## config.mk

```make
export PLATFORM = sky130hd
export DESIGN_NAME = response_frame_parser_unit
export DESIGN_NICKNAME = d
export VERILOG_FILES = /design/src/rtl/rfp_pkg.sv /design/src/rtl/rfp_parser.sv /design/src/rtl/rfp_out_buf.sv /design/src/rtl/response_frame_parser_unit.sv
export SDC_FILE = /design/constraint.sdc
export NUM_CORES = 1
export LEC_CHECK = 0
export ABC_AREA = 1
export BUFFER_PORTS_ARGS = -buffer_cell sky130_fd_sc_hd__buf_4
export CORE_ASPECT_RATIO = 0.7
export CORE_MARGIN = 8
export CORE_UTILIZATION = 60
export DETAILED_ROUTE_END_ITERATION = 7
export GPL_ROUTABILITY_DRIVEN = 0
export HOLD_SLACK_MARGIN = 0.05
export PLACE_DENSITY = 0.88
export SYNTH_ARGS = -nofsm -noshare
export SYNTH_HDL_FRONTEND = slang
export SYNTH_HIERARCHICAL = 1
export SYNTH_SLANG_ARGS = --single-unit
```

## constraint.sdc

```tcl
create_clock -name clock -period 10.3 [get_ports clock]
set_clock_uncertainty 0.2 [all_clocks]
set_input_delay 0.515 -clock clock [delete_from_list [all_inputs] [get_ports clock]]
set_output_delay 0.515 -clock clock [all_outputs]
set_load 0.01 [all_outputs]
```

## src/rtl/rfp_pkg.sv

```systemverilog
// ----------------------------------------------------------------------------
// rfp_pkg
// Shared types and constants of the response frame parser.
// ----------------------------------------------------------------------------
package rfp_pkg;

   localparam int unsigned ByteWidth   = 8;
   localparam int unsigned StatusWidth = 2;
   localparam int unsigned CsrIdxWidth = 2;

   localparam logic [CsrIdxWidth-1:0] CSR_WANT_STATUS = 2'd0;
   localparam logic [CsrIdxWidth-1:0] CSR_BUF_CAP     = 2'd1;
   localparam logic [CsrIdxWidth-1:0] CSR_FRAME_ID    = 2'd2;

   localparam logic [StatusWidth-1:0] ST_OK   = 2'd0;
   localparam logic [StatusWidth-1:0] ST_COMM = 2'd1;
   localparam logic [StatusWidth-1:0] ST_SIZE = 2'd2;

   localparam logic [ByteWidth-1:0] START_LO  = 8'h00;
   localparam logic [ByteWidth-1:0] START_HI  = 8'hFF;
   localparam logic [ByteWidth-1:0] HUNT_SEED = 8'h55;

   localparam logic [ByteWidth-1:0] RESET_BUF_CAP  = 8'd255;
   localparam logic [ByteWidth-1:0] RESET_FRAME_ID = 8'hD5;

   typedef struct packed {
      logic [ByteWidth-1:0]   data_byte;
      logic [ByteWidth-1:0]   byte_index;
      logic                   is_end;
      logic [StatusWidth-1:0] frame_status;
      logic [ByteWidth-1:0]   device_status;
      logic [ByteWidth-1:0]   payload_length;
   } rsp_item_type;

endpackage

```

## src/rtl/rfp_parser.sv

```systemverilog
// ----------------------------------------------------------------------------
// rfp_parser
// Frame state, configuration registers and the per-byte step logic.
// ----------------------------------------------------------------------------
module rfp_parser
   import rfp_pkg::*;
(
   input  logic                   clock,
   input  logic                   reset,
   input  logic                   csr_write,
   input  logic [CsrIdxWidth-1:0] csr_index,
   input  logic [ByteWidth-1:0]   csr_data,
   input  logic                   step,
   input  logic [ByteWidth-1:0]   rx_byte,
   output logic                   res_valid,
   output rsp_item_type           res_item
);

   typedef enum logic [3:0] {
      PH_HUNT = 4'd0,
      PH_LEN  = 4'd1,
      PH_LCS  = 4'd2,
      PH_TFI  = 4'd3,
      PH_CODE = 4'd4,
      PH_STAT = 4'd5,
      PH_DATA = 4'd6,
      PH_DCS  = 4'd7,
      PH_POST = 4'd8
   } phase_type;

   phase_type            phase_ff, phase_in;
   logic [ByteWidth-1:0] prev_ff, prev_in;
   logic [ByteWidth-1:0] len_ff, len_in;
   logic [ByteWidth-1:0] left_ff, left_in;
   logic [ByteWidth-1:0] sum_ff, sum_in;
   logic [ByteWidth-1:0] stat_ff, stat_in;

   logic                 want_status_ff;
   logic [ByteWidth-1:0] buf_cap_ff;
   logic [ByteWidth-1:0] frame_id_ff;

   logic                   fin;
   logic [StatusWidth-1:0] fin_status;
   logic [ByteWidth-1:0]   fin_count;
   logic [ByteWidth-1:0]   fin_dev;
   logic                   do_count;
   logic [ByteWidth-1:0]   ck_cnt;
   logic [ByteWidth-1:0]   ck_dev;
   logic [ByteWidth-1:0]   need;
   logic [ByteWidth-1:0]   sum_rx;
   logic [ByteWidth-1:0]   left_dec;

   always_comb begin
      phase_in   = phase_ff;
      prev_in    = prev_ff;
      len_in     = len_ff;
      left_in    = left_ff;
      sum_in     = sum_ff;
      stat_in    = stat_ff;
      fin        = 1'b0;
      fin_status = ST_OK;
      fin_count  = '0;
      fin_dev    = stat_ff;
      do_count   = 1'b0;
      ck_cnt     = left_ff;
      ck_dev     = stat_ff;
      res_valid  = 1'b0;
      res_item   = '0;
      need       = 8'd2 + {7'd0, want_status_ff};
      sum_rx     = sum_ff + rx_byte;
      left_dec   = left_ff - 8'd1;

      case (phase_ff)
         PH_LEN: begin
            len_in   = rx_byte;
            phase_in = PH_LCS;
         end
         PH_LCS: begin
            if ((len_ff + rx_byte) != 8'd0) begin
               fin        = 1'b1;
               fin_status = ST_COMM;
            end else begin
               phase_in = PH_TFI;
            end
         end
         PH_TFI: begin
            if (rx_byte != frame_id_ff) begin
               fin        = 1'b1;
               fin_status = ST_COMM;
            end else begin
               sum_in   = rx_byte;
               phase_in = PH_CODE;
            end
         end
         PH_CODE: begin
            sum_in  = sum_rx;
            stat_in = '0;
            fin_dev = '0;
            if (len_ff < need) begin
               fin        = 1'b1;
               fin_status = ST_COMM;
            end else begin
               left_in = len_ff - need;
               ck_cnt  = len_ff - need;
               ck_dev  = '0;
               if (want_status_ff) begin
                  phase_in = PH_STAT;
               end else begin
                  do_count = 1'b1;
               end
            end
         end
         PH_STAT: begin
            stat_in  = rx_byte;
            sum_in   = sum_rx;
            ck_cnt   = left_ff;
            ck_dev   = rx_byte;
            do_count = 1'b1;
         end
         PH_DATA: begin
            sum_in                  = sum_rx;
            res_valid               = 1'b1;
            res_item.data_byte      = rx_byte;
            res_item.byte_index     = len_ff - left_ff;
            res_item.device_status  = stat_ff;
            res_item.payload_length = len_ff;
            left_in                 = left_dec;
            if (left_dec == 8'd0) begin
               phase_in = PH_DCS;
            end
         end
         PH_DCS: begin
            sum_in = sum_rx;
            if (sum_rx != 8'd0) begin
               fin        = 1'b1;
               fin_status = ST_COMM;
               fin_count  = len_ff;
            end else begin
               phase_in = PH_POST;
            end
         end
         PH_POST: begin
            fin        = 1'b1;
            fin_status = ST_OK;
            fin_count  = len_ff;
         end
         default: begin
            if (rx_byte == START_HI && prev_ff == START_LO) begin
               phase_in = PH_LEN;
            end else begin
               phase_in = PH_HUNT;
               prev_in  = rx_byte;
            end
         end
      endcase

      if (do_count) begin
         if (ck_cnt != 8'd0 && buf_cap_ff < ck_cnt) begin
            fin        = 1'b1;
            fin_status = ST_SIZE;
            fin_count  = ck_cnt;
            fin_dev    = ck_dev;
         end else begin
            len_in   = ck_cnt;
            phase_in = (ck_cnt == 8'd0) ? PH_DCS : PH_DATA;
         end
      end

      if (fin) begin
         res_valid               = 1'b1;
         res_item                = '0;
         res_item.is_end         = 1'b1;
         res_item.frame_status   = fin_status;
         res_item.device_status  = fin_dev;
         res_item.payload_length = fin_count;
         phase_in                = PH_HUNT;
         prev_in                 = HUNT_SEED;
         len_in                  = '0;
         left_in                 = '0;
         sum_in                  = '0;
         stat_in                 = '0;
      end
   end

   always_ff @(posedge clock) begin
      if (reset) begin
         phase_ff       <= PH_HUNT;
         prev_ff        <= HUNT_SEED;
         len_ff         <= '0;
         left_ff        <= '0;
         sum_ff         <= '0;
         stat_ff        <= '0;
         want_status_ff <= 1'b0;
         buf_cap_ff     <= RESET_BUF_CAP;
         frame_id_ff    <= RESET_FRAME_ID;
      end else begin
         if (step) begin
            phase_ff <= phase_in;
            prev_ff  <= prev_in;
            len_ff   <= len_in;
            left_ff  <= left_in;
            sum_ff   <= sum_in;
            stat_ff  <= stat_in;
         end
         if (csr_write) begin
            case (csr_index)
               CSR_WANT_STATUS: want_status_ff <= csr_data[0];
               CSR_BUF_CAP:     buf_cap_ff     <= csr_data;
               CSR_FRAME_ID:    frame_id_ff    <= csr_data;
               default: ;
            endcase
         end
      end
   end

endmodule

```

## src/rtl/rfp_out_buf.sv

```systemverilog
// ----------------------------------------------------------------------------
// rfp_out_buf
// Result register with a skid stage; ready is registered.
// ----------------------------------------------------------------------------
module rfp_out_buf
   import rfp_pkg::*;
(
   input  logic         clock,
   input  logic         reset,
   input  logic         push,
   input  rsp_item_type push_item,
   output logic         can_push,
   output logic         rsp_valid,
   input  logic         rsp_ready,
   output rsp_item_type rsp_item
);

   logic         main_v_ff;
   logic         skid_v_ff;
   rsp_item_type main_ff;
   rsp_item_type skid_ff;
   logic         pop;

   assign pop       = main_v_ff & rsp_ready;
   assign can_push  = ~skid_v_ff;
   assign rsp_valid = main_v_ff;
   assign rsp_item  = main_ff;

   always_ff @(posedge clock) begin
      if (reset) begin
         main_v_ff <= 1'b0;
         skid_v_ff <= 1'b0;
      end else begin
         if (!main_v_ff || pop) begin
            if (skid_v_ff) begin
               main_ff   <= skid_ff;
               main_v_ff <= 1'b1;
               skid_v_ff <= 1'b0;
            end else begin
               main_ff   <= push_item;
               main_v_ff <= push;
            end
         end else if (push) begin
            skid_ff   <= push_item;
            skid_v_ff <= 1'b1;
         end
      end
   end

endmodule

```

## src/rtl/response_frame_parser_unit.sv

```systemverilog
// ----------------------------------------------------------------------------
// response_frame_parser_unit
// Deframer for length/checksum framed responses, one received byte per item.
// ----------------------------------------------------------------------------
// Usage:
//   req_ channel: one received byte per item (valid/ready).
//   rsp_ channel: at most one result item per input byte; payload bytes with
//   their index, and one end item per frame carrying its status.
//   csr_ port: write-only registers, taken at any edge with csr_write high;
//   write them only while the block is idle.
// Timing:
//   A byte is accepted in any cycle with room in the output stage; its
//   result goes to the result register, or to the skid entry if that one is
//   still held. One byte per cycle is sustained while rsp_ready stays high.
// Stall:
//   A result register plus one skid entry; req_ready drops only once the
//   skid entry is occupied, so no item is lost under back-pressure.
// Reset:
//   Synchronous; parser returns to hunting for the start code, registers
//   take their default values and both output entries empty.
// ----------------------------------------------------------------------------
module response_frame_parser_unit
   import rfp_pkg::*;
(
   input  logic                   clock,
   input  logic                   reset,
   input  logic                   req_valid,
   output logic                   req_ready,
   input  logic [7:0]             req_rx_byte,
   output logic                   rsp_valid,
   input  logic                   rsp_ready,
   output logic [7:0]             rsp_data_byte,
   output logic [7:0]             rsp_byte_index,
   output logic                   rsp_is_end,
   output logic [1:0]             rsp_frame_status,
   output logic [7:0]             rsp_device_status,
   output logic [7:0]             rsp_payload_length,
   input  logic                   csr_write,
   input  logic [CsrIdxWidth-1:0] csr_index,
   input  logic [7:0]             csr_data
);

   logic         step;
   logic         res_valid;
   rsp_item_type res_item;
   rsp_item_type out_item;
   logic         can_push;

   assign req_ready = can_push;
   assign step      = req_valid & can_push;

   rfp_parser u_parser (
      .clock     (clock),
      .reset     (reset),
      .csr_write (csr_write),
      .csr_index (csr_index),
      .csr_data  (csr_data),
      .step      (step),
      .rx_byte   (req_rx_byte),
      .res_valid (res_valid),
      .res_item  (res_item)
   );

   rfp_out_buf u_out_buf (
      .clock     (clock),
      .reset     (reset),
      .push      (step & res_valid),
      .push_item (res_item),
      .can_push  (can_push),
      .rsp_valid (rsp_valid),
      .rsp_ready (rsp_ready),
      .rsp_item  (out_item)
   );

   assign rsp_data_byte      = out_item.data_byte;
   assign rsp_byte_index     = out_item.byte_index;
   assign rsp_is_end         = out_item.is_end;
   assign rsp_frame_status   = out_item.frame_status;
   assign rsp_device_status  = out_item.device_status;
   assign rsp_payload_length = out_item.payload_length;

endmodule

```

# Yosys cells after proc, flatten, opt, wreduce, memory -nomap -nowiden
# Cells that the tools add are included.
totals:
  word_cells: 140
  in_bits: 23
  out_inout_bits: 37
  ff_bits: 133
classes:
  n_addsub: 6
  muxes: 61
  bitwise_logic: 6
  order_cmp: 2
  eq_ne: 15
  n_reduce_logical: 27
op_table:
  columns: ["op", "n"]
  rows:
  - ["8-bit 2-to-1 mux", 20]
  - ["8-bit case mux with 2 select lines", 5]
  - ["35-bit 2-to-1 mux", 2]
  - ["4-bit 2-to-1 mux", 9]
  - ["16-bit 2-to-1 mux", 2]
  - ["4-bit case mux with 7 select lines", 1]
  - ["8-bit logical NOT", 3]
  - ["8-bit nonzero test", 3]
  - ["1-bit 2-to-1 mux", 17]
  - ["8-bit adder", 2]
  - ["4-bit by 3-bit equality test with 1-bit output, second input constant", 4]
  - ["8-bit less-than comparator", 2]
  - ["8-bit subtractor", 2]
  - ["2-bit AND reduction", 6]
  - ["3-bit AND reduction", 3]
  - ["3-bit nonzero test", 3]
  - ["4-bit by 2-bit equality test with 1-bit output, second input constant", 2]
  - ["8-bit equality test, second input constant", 1]
  - ["8-bit inequality test", 1]
  - ["2-bit case mux with 4 select lines", 1]
  - ["8-bit OR reduction", 1]
  - ["8-bit by 1-bit subtractor with 8-bit output, second input constant", 1]
  - ["1-bit case mux with 5 select lines", 1]
  - ["4-bit by 1-bit equality test with 1-bit output, second input constant", 1]
  - ["other kinds (16)", 24]

# Depth between registers and ports, before layout
# Gate-level depths: netlist of run 1.
logic_depth:
  ltp_word: 11
  ltp_mapped: 26
  mapped_depth_nobuf: 25

# Hierarchy
# The synthesis of run 1 kept the hierarchy.
modules_own_cells:
  columns: ["module", "cells_per_inst", "seq_area_each_um2", "area_each_um2", "n_inst"]
  rows:
  - ["rfp_parser", 880, 1221.2, 5372.7, 1]
  - ["rfp_out_buf", 195, 2142.1, 2648.8, 1]
  - ["response_frame_parser_unit", 4, 0.0, 17.5, 1]

# Least setup slack after synthesis of run 1
# No wires, ideal clock.
synth_path:
  path_kind: "reg2reg"
  from: "register u_parser.len_ff[0]"
  to: "register u_out_buf/skid_ff[0] (netlist name) (enable)"
  setup_slack_ps: 5307
  path_stages_with_launch: 24
  synth_period_minus_slack_ps: 4993
  t_arrival_ps: 4366
  n_path_buf: 1
  path_cell_list: "dfxtp_1 -> inv_1 -> ha_1 -> inv_1 -> ha_1 -> nor2_1 -> nand2_2 -> nor2_8 -> nand2_1 -> nand3_1 -> o21ai_0 -> inv_1 -> ha_1 -> a21oi_1 -> o21a_1 -> nand3_2 -> nand2_2 -> nand2_4 -> buf_4 -> nand2_1 -> inv_1 -> nor2_2 -> inv_1 -> nor2_1"
synth_between:
  elab_chain_len: 10
  word_cells_on_any_way: 19
synth_rtl:
  columns: ["item", "line_no", "source"]
  rows:
  - ["start, declared", "rfp_parser.sv:33", "logic [ByteWidth-1:0] len_ff, len_in;"]
  - ["start signal, assigned", "rfp_parser.sv:200", "len_ff <= len_in;"]
  - ["8-bit subtractor or 8-bit less-than comparator (tied branches)", "rfp_parser.sv:104, rfp_parser.sv:99", null]
  - ["8-bit 2-to-1 mux", "rfp_parser.sv:99", "if (len_ff < need) begin"]
  - ["8-bit 2-to-1 mux", "rfp_parser.sv:73", "case (phase_ff)"]
  - ["8-bit less-than comparator or 8-bit nonzero test (tied branches)", "rfp_parser.sv:158", "if (ck_cnt != 8'd0 && buf_cap_ff < ck_cnt) begin"]
  - ["1-bit logical AND", "rfp_parser.sv:158", null]
  - ["1-bit 2-to-1 mux", "rfp_parser.sv:158", null]
  - ["1-bit 2-to-1 mux *", "rfp_parser.sv:157", "if (do_count) begin"]
  - ["1-bit 2-to-1 mux *", "rfp_parser.sv:169", "if (fin) begin"]
  - ["named net res_valid", "response_frame_parser_unit.sv:44", "logic res_valid;"]
  - ["1-bit AND *", "response_frame_parser_unit.sv:67", ".push (step & res_valid),"]
  - ["3-bit AND reduction (no line) *", null, null]
  - ["end signal, assigned", "rfp_out_buf.sv:44", "skid_ff <= push_item;"]
  - ["end, declared", "rfp_out_buf.sv:21", "rsp_item_type skid_ff;"]
# The timed path passes the listed nets; every way through them passes the cells marked *.
# A chain may end at the register's enable or synchronous reset.

# Worst setup path in the final report of run 1
layout_path:
  from: "register u_parser.want_status_ff"
  to: "register u_out_buf/skid_ff[5] (netlist name) (enable)"
layout_between:
  elab_chain_len: 11
  word_cells_on_any_way: 18
layout_rtl:
  columns: ["item", "line_no", "source"]
  rows:
  - ["start, declared", "rfp_parser.sv:38", "logic want_status_ff;"]
  - ["start signal, assigned", "rfp_parser.sv:207", "CSR_WANT_STATUS: want_status_ff <= csr_data[0];"]
  - ["2-bit by 1-bit adder with 3-bit output", "rfp_parser.sv:69", "need = 8'd2 + {7'd0, want_status_ff};"]
  - ["8-bit subtractor or 8-bit less-than comparator (tied branches)", "rfp_parser.sv:104, rfp_parser.sv:99", null]
  - ["8-bit 2-to-1 mux", "rfp_parser.sv:99", null]
  - ["8-bit 2-to-1 mux", "rfp_parser.sv:73", null]
  - ["8-bit less-than comparator or 8-bit nonzero test (tied branches)", "rfp_parser.sv:158", null]
  - ["1-bit logical AND", "rfp_parser.sv:158", null]
  - ["1-bit 2-to-1 mux", "rfp_parser.sv:158", null]
  - ["1-bit 2-to-1 mux *", "rfp_parser.sv:157", null]
  - ["1-bit 2-to-1 mux *", "rfp_parser.sv:169", null]
  - ["named net res_valid", "response_frame_parser_unit.sv:44", null]
  - ["1-bit AND *", "response_frame_parser_unit.sv:67", null]
  - ["3-bit AND reduction (no line) *", null, null]
# Marks and branches as above.

==> metrics.txt, run 1 <==
Vias=7,838; antenna violations before repair=0; PortBufs=59; DR DRC count=0; Core Util, Final=69.0%; Nets=1,179; post-route ant nets=0; Lkg Pwr=4.17 nW; Post-DP HPWL=15,600 um; fin area=9070 um^2; Critical Path Source Type=register; CTS Buffer Depth=2; setup_tns=0 ns; CTS buffer count=17; layout cell share with drive strength beyond 1=11.3%; fmax=213 MHz; most frequent cells after synthesis=367 x nand2_1, 105 x inv_1, 90 x nand3_1, 74 x nor2_1, 71 x a21oi_1; clk slew on worst S/H paths=0.06 ns; Slew HR=28.1%; PnR worst setup slack=5.61 ns; root buf cell=clkbuf_16; Mapped Area=8040 um^2; Mapped Nets=1,137; Yosys cell types=43; max cap viols=0; clock latency on the worst-skew pair=0.42 ns; status=completed; post-synth top area share=26.1%; Post-CTS Setup Bufs=0; Layout Area Growth over Synthesis=12.8%; core area=13,100 um^2; Min Hold Slack=0.128 ns; Avg Inst Size Synth=7.45 um^2; FFs w/ async S/R, synth=0%; Starting Density=61.2%; synth warn=6; CTS sink count=133; post-route clock period utilization=45.6%; First-pass DRT Iterations=8; worst hold path class=in2reg; Final Hold Fails=0; row cnt=35; sequential-to-total area share from yosys stat=41.8%; Yosys reg bits=133; vias per inst=6.03; Overflow after GRT=0; pin count of the biggest net entering global routing=39; Die H=113 um; dpl cell area=8500 um^2; setup slack after placement=5.87 ns; P per Cell Area=137 nW/um^2; Yosys top cell by area=edfxtp_1; top cells by area, synth=edfxtp_1 26%, nand2_1 17%, dfxtp_1 16%; H-tree Lvls=4; post_cts resized=0; final setup fails=0; worst slew pin tran=1.08 ns; ant diodes=0; Cells on Worst Hold Path=3; vias in the first global route=7,446; DRT iter0 DRCs=1,313; max-slew violation count=0; first-pass GRT wire length=36,600 um; Ports=60; worst path required time=10.17 ns; Avg WL per Cell=17.5 um; Post-synth EDFFs=70; Critical Path AT=4.56 ns; Die ar.=17,400 um^2; Worst Setup End Kind=register; RSZ-0062 raised after global routing=no; Synth Flop Type=edfxtp_1; Max VDD drop=0.000115 V; Max FO, Critical Path=35; post-synthesis cell count=1,079; CTS tree=built; GRT Util Overall=26.1%; worst reg-to-reg path cell count=22; routed wire length=22,700 um; minimum clock period=4.69 ns; Hold-fix buffers, CTS=0; chip width=154 um; WS Path Type=reg2reg; most numerous cell in the Yosys netlist=nand2_1
-- cell families (layout without fill, tap and decap cells) --
family	count (synthesis)	in the layout	synth area share (%)
simple gates	598	598	32.5
buf+inv	152	207	8.19
compound gates	139	139	9.28
flops	133	133	41.8
fa+ha+maj	35	35	5.73
xor+xnor	21	21	2.29
mux	1	1	0.140
-- area by class of cell --
type,count,area [um^2]
multi-input combinational,794,4030
clock inverter,14,143
clock buffer,18,429
fill,1042,4070
timing repair buffer,63,473
inverter,112,420
sequential,133,3360
tap,166,208
-- worst max-delay path, stage by stage (launching register included) --
cell and delay [ns]:
dfxtp_1 0.46, ha_1 0.21, inv_1 0.06, ha_1 0.23, nor2_1 0.17, nand2_2 0.13
nor2_8 0.21, nand2_1 0.10, nand3_1 0.08, o21ai_0 0.11, inv_1 0.13, ha_1 0.26
a21oi_1 0.14, o21a_1 0.24, nand3_2 0.20, nand2_2 0.25, nand2_4 0.25, nand2_1 0.13
inv_1 0.05, nor2_2 0.13, inv_1 0.06, nor2_2 0.09, buf_4 0.40
-- sequential cells by signal (all words and copies together), names as in the netlist --
signal,count
u_parser/len_ff,8
u_out_buf/rsp_valid,1
u_out_buf/skid_v_ff,1
u_parser/sum_ff,8
u_out_buf/skid_ff,35
u_parser/frame_id_ff,8
u_out_buf/rsp_item,35
u_parser/prev_ff,8
u_parser/stat_ff,8
u_parser/want_status_ff,1
u_parser/left_ff,8
u_parser/phase_ff,4
u_parser/buf_cap_ff,8
-- power breakdown --
group	switching (mW)	total (mW)	internal, mW
registers	0.00497	0.569	0.564
clock network	0.258	0.598	0.340
logic	0.0453	0.0708	0.0255
total	0.308	1.24	0.930
-- final timing paths --
path / from / to / slack, ns
setup / recovery: u_parser/want_status_ff / u_out_buf/skid_ff[5] / 5.61
hold / removal: csr_data[6] / u_parser/frame_id_ff[6] / 0.13
setup reg to reg: u_parser/want_status_ff / u_out_buf/skid_ff[5] / 5.61
hold reg to reg: u_parser/prev_ff[7] / u_parser/prev_ff[7] / 0.27
-- metrics by stage --
stage                     power [mW]  cells
after floorplan                0.619   1079
after global placement         0.647   1268
after detailed placement       0.649   1268
after CTS                       1.24   1300
after global routing            1.27   1300
final                           1.24   1300
-- placed cells by master, fill, tap and decap left out, types with 5 or more instances in the layout --
| cell | count |
|---|---|
| xor2_1 | 11 |
| nor2_2 | 6 |
| buf_4 | 63 |
| a21oi_1 | 70 |
| clkinvlp_4 | 5 |
| inv_6 | 6 |
| nand3_1 | 90 |
| nand4_1 | 25 |
| nand2_2 | 8 |
| ha_1 | 32 |
| dfxtp_1 | 63 |
| nor2_1 | 73 |
| xnor2_1 | 10 |
| edfxtp_1 | 70 |
| clkbuf_16 | 17 |
| o21ai_0 | 42 |
| nor3_1 | 9 |
| inv_1 | 105 |
| o22ai_1 | 11 |
| inv_2 | 7 |
| nand2_1 | 367 |
-- layer usage --
metal	global-route usage [%]	vias up	part of all wire (%)
met2	41.3	560	45
met3	5.83	53	13
li1	-	3646	-
met5	0	-	0
met1	34.3	3579	40
met4	10.3	0	2.2
Note: power is estimated with default switching activity, not from simulation.
==> run 2, diff against run 1 <==
==> constraint.sdc (replaced) <==
create_clock -name clock -period 4.6 [get_ports clock]
set_clock_uncertainty 0.2 [all_clocks]
set_input_delay 0.23 -clock clock [delete_from_list [all_inputs] [get_ports clock]]
set_output_delay 0.23 -clock clock [all_outputs]
set_load 0.01 [all_outputs]
==> run 2 against run 1 <==
  * Non-clock buffer count is 27 higher
  * Global-route usage is 0.29 points higher
  * Via count is 2.1% higher
  * Worst setup slack worse by 5.3 ns
  * Cell count is 2.1% higher
  * Clock-buffer cell count is 1 lower
  * Register-to-register slack worse by 5.3 ns
  * Highest routed layer is now met5
  * Die area stayed put
==> metrics.txt, run 2 (synthesized netlist as in run 1, its figures left out) <==
status=completed (unchanged); first-pass GRT wire length=36,800 um (was 36,600 um); most frequent cells in the layout=367 x nand2_1, 105 x inv_1, 90 x nand3_1 (unchanged); fin area=9360 um^2 (was 9070 um^2); Die ar.=17,400 um^2 (unchanged); Ports=60 (unchanged); ant diodes=0 (unchanged); Nets=1,206 (was 1,179); CTS Buffer Depth=2 (unchanged); dpl cell area=8540 um^2 (was 8500 um^2); core area=13,100 um^2 (unchanged); chip width=154 um (unchanged); vias in the first global route=7,181 (was 7,446); RSZ-0062 raised after global routing=no (unchanged); Critical Path AT=4.25 ns (was 4.56 ns); fmax=231 MHz (was 213 MHz); Vias=8,005 (was 7,838); First-pass DRT Iterations=6 (was 8); max-slew violation count=0 (unchanged); Post-DP HPWL=15,600 um (about the same); routed wire length=23,000 um (was 22,700 um); PortBufs=59 (unchanged); Worst Setup End Kind=register (unchanged); PnR worst setup slack=0.272 ns (was 5.61 ns); minimum clock period=4.33 ns (was 4.69 ns); row cnt=35 (unchanged); CTS sink count=133 (unchanged); Die H=113 um (unchanged); layout cell share with drive strength beyond 1=11.5% (was 11.3%); worst slew pin tran=1.07 ns (was 1.08 ns); clk slew on worst S/H paths=0.06 ns (about the same); Filler cells=982 (was 1,042); GRT Util Overall=26.4% (was 26.1%); DRT iter0 DRCs=1,169 (was 1,313); Max VDD drop=0.000305 V (was 0.000115 V); H-tree Lvls=4 (unchanged); DR DRC count=0 (unchanged); P per Cell Area=300 nW/um^2 (was 137 nW/um^2); Critical Path Source Type=register (unchanged); clock latency on the worst-skew pair=0.43 ns (was 0.42 ns); Starting Density=61.2% (unchanged); root buf cell=clkbuf_16 (unchanged); most common cell after layout, fill and taps aside=nand2_1 (unchanged); max cap viols=0 (unchanged); Max FO, Critical Path=35 (unchanged); WS Path Type=reg2reg (unchanged); pin count of the biggest net entering global routing=39 (unchanged); antenna violations before repair=0 (unchanged); post-route ant nets=0 (unchanged); area of the multi-input gates=4030 um^2 (unchanged); vias per inst=6.03 (about the same); worst hold path class=in2reg (unchanged); Overflow after GRT=0 (unchanged); post_cts resized=0 (unchanged); setup_tns=0 ns (unchanged); CTS buffer count=17 (unchanged); Lkg Pwr=4.28 nW (was 4.17 nW); Final Hold Fails=0 (unchanged); Avg WL per Cell=17.3 um (was 17.5 um); setup slack after placement=0.456 ns (was 5.87 ns); Min Hold Slack=0.0974 ns (was 0.128 ns); Reg area=3360 um^2 (unchanged); Slew HR=28.5% (was 28.1%); worst path required time=4.52 ns (was 10.17 ns); Layout Area Growth over Synthesis=16.5% (was 12.8%); CTS tree=built (unchanged); Post-CTS Setup Bufs=0 (unchanged); post-route clock period utilization=94.1% (was 45.6%); final setup fails=0 (unchanged)
==> run 2: final timing paths <==
path	end	slack [ns]	startpoint	depth (start not counted)
worst max register to register	u_out_buf/skid_ff[11]	0.27	u_parser/want_status_ff	25
worst max-delay path	u_out_buf/skid_ff[11]	0.27	u_parser/want_status_ff	25
worst min register to register	u_parser/frame_id_ff[3]	0.27	u_parser/frame_id_ff[3]	2
worst min-delay path	u_parser/prev_ff[2]	0.1	req_rx_byte[2]	5
==> run 2: worst max-delay path: stages (launching register included) <==
cell	delay [ns]
dfxtp_1	0.48
ha_1	0.22
inv_1	0.06
ha_1	0.23
nor2_1	0.14
nand2_2	0.12
nor2_8	0.22
nand2_1	0.13
nand3_1	0.11
nand2_1	0.08
inv_1	0.16
ha_1	0.26
nand2_1	0.06
inv_1	0.03
nand2_1	0.05
nand2_1	0.05
nand2_1	0.14
nand3_2	0.19
nand2_2	0.28
nand2_4	0.09
nand2_1	0.07
inv_1	0.06
nor2_2	0.13
inv_1	0.07
nor2_2	0.15
buf_12	0.22
==> run 2: report_power, final <==
group          total [mW]  internal [mW]  switching (mW)
clock                1.36          0.767           0.590
combinational       0.174         0.0685           0.105
sequential           1.27           1.26          0.0112
total                2.81           2.10           0.706
==> run 2: repair_timing <==
| item | 4_1_cts | 5_1_grt |
|---|---|---|
| setup endpoints to repair | 0 | 0 |
| hold endpoints to repair | 51 | 0 |
| hold buffers | 23 | 0 |
==> run 2: cell type report <==
class	count	share of cell area (%)
Clock inverter	15	1.80
Inverter	112	4.49
Sequential cell	133	35.9
Clock buffer	17	4.54
Tap cell	166	2.22
Timing Repair Buffer	90	7.96
Multi-Input combinational cell	794	43.1
==> run 2: metal layers <==
metal  global-route usage (%)  part of all wire, %
met5                        0                 0.14
met4                     11.4                  3.3
met3                     6.44                   13
met2                     40.7                   44
met1                     34.9                   40
==> run 2: through the flow <==
stage,std cells,util (%),total power [mW]
after floorplan,1079,-,1.39
after global routing,1327,71.3,2.88
after global placement,1272,65.0,1.45
after detailed placement,1272,65.0,1.45
after CTS,1327,71.3,2.80
final,1327,71.3,2.81
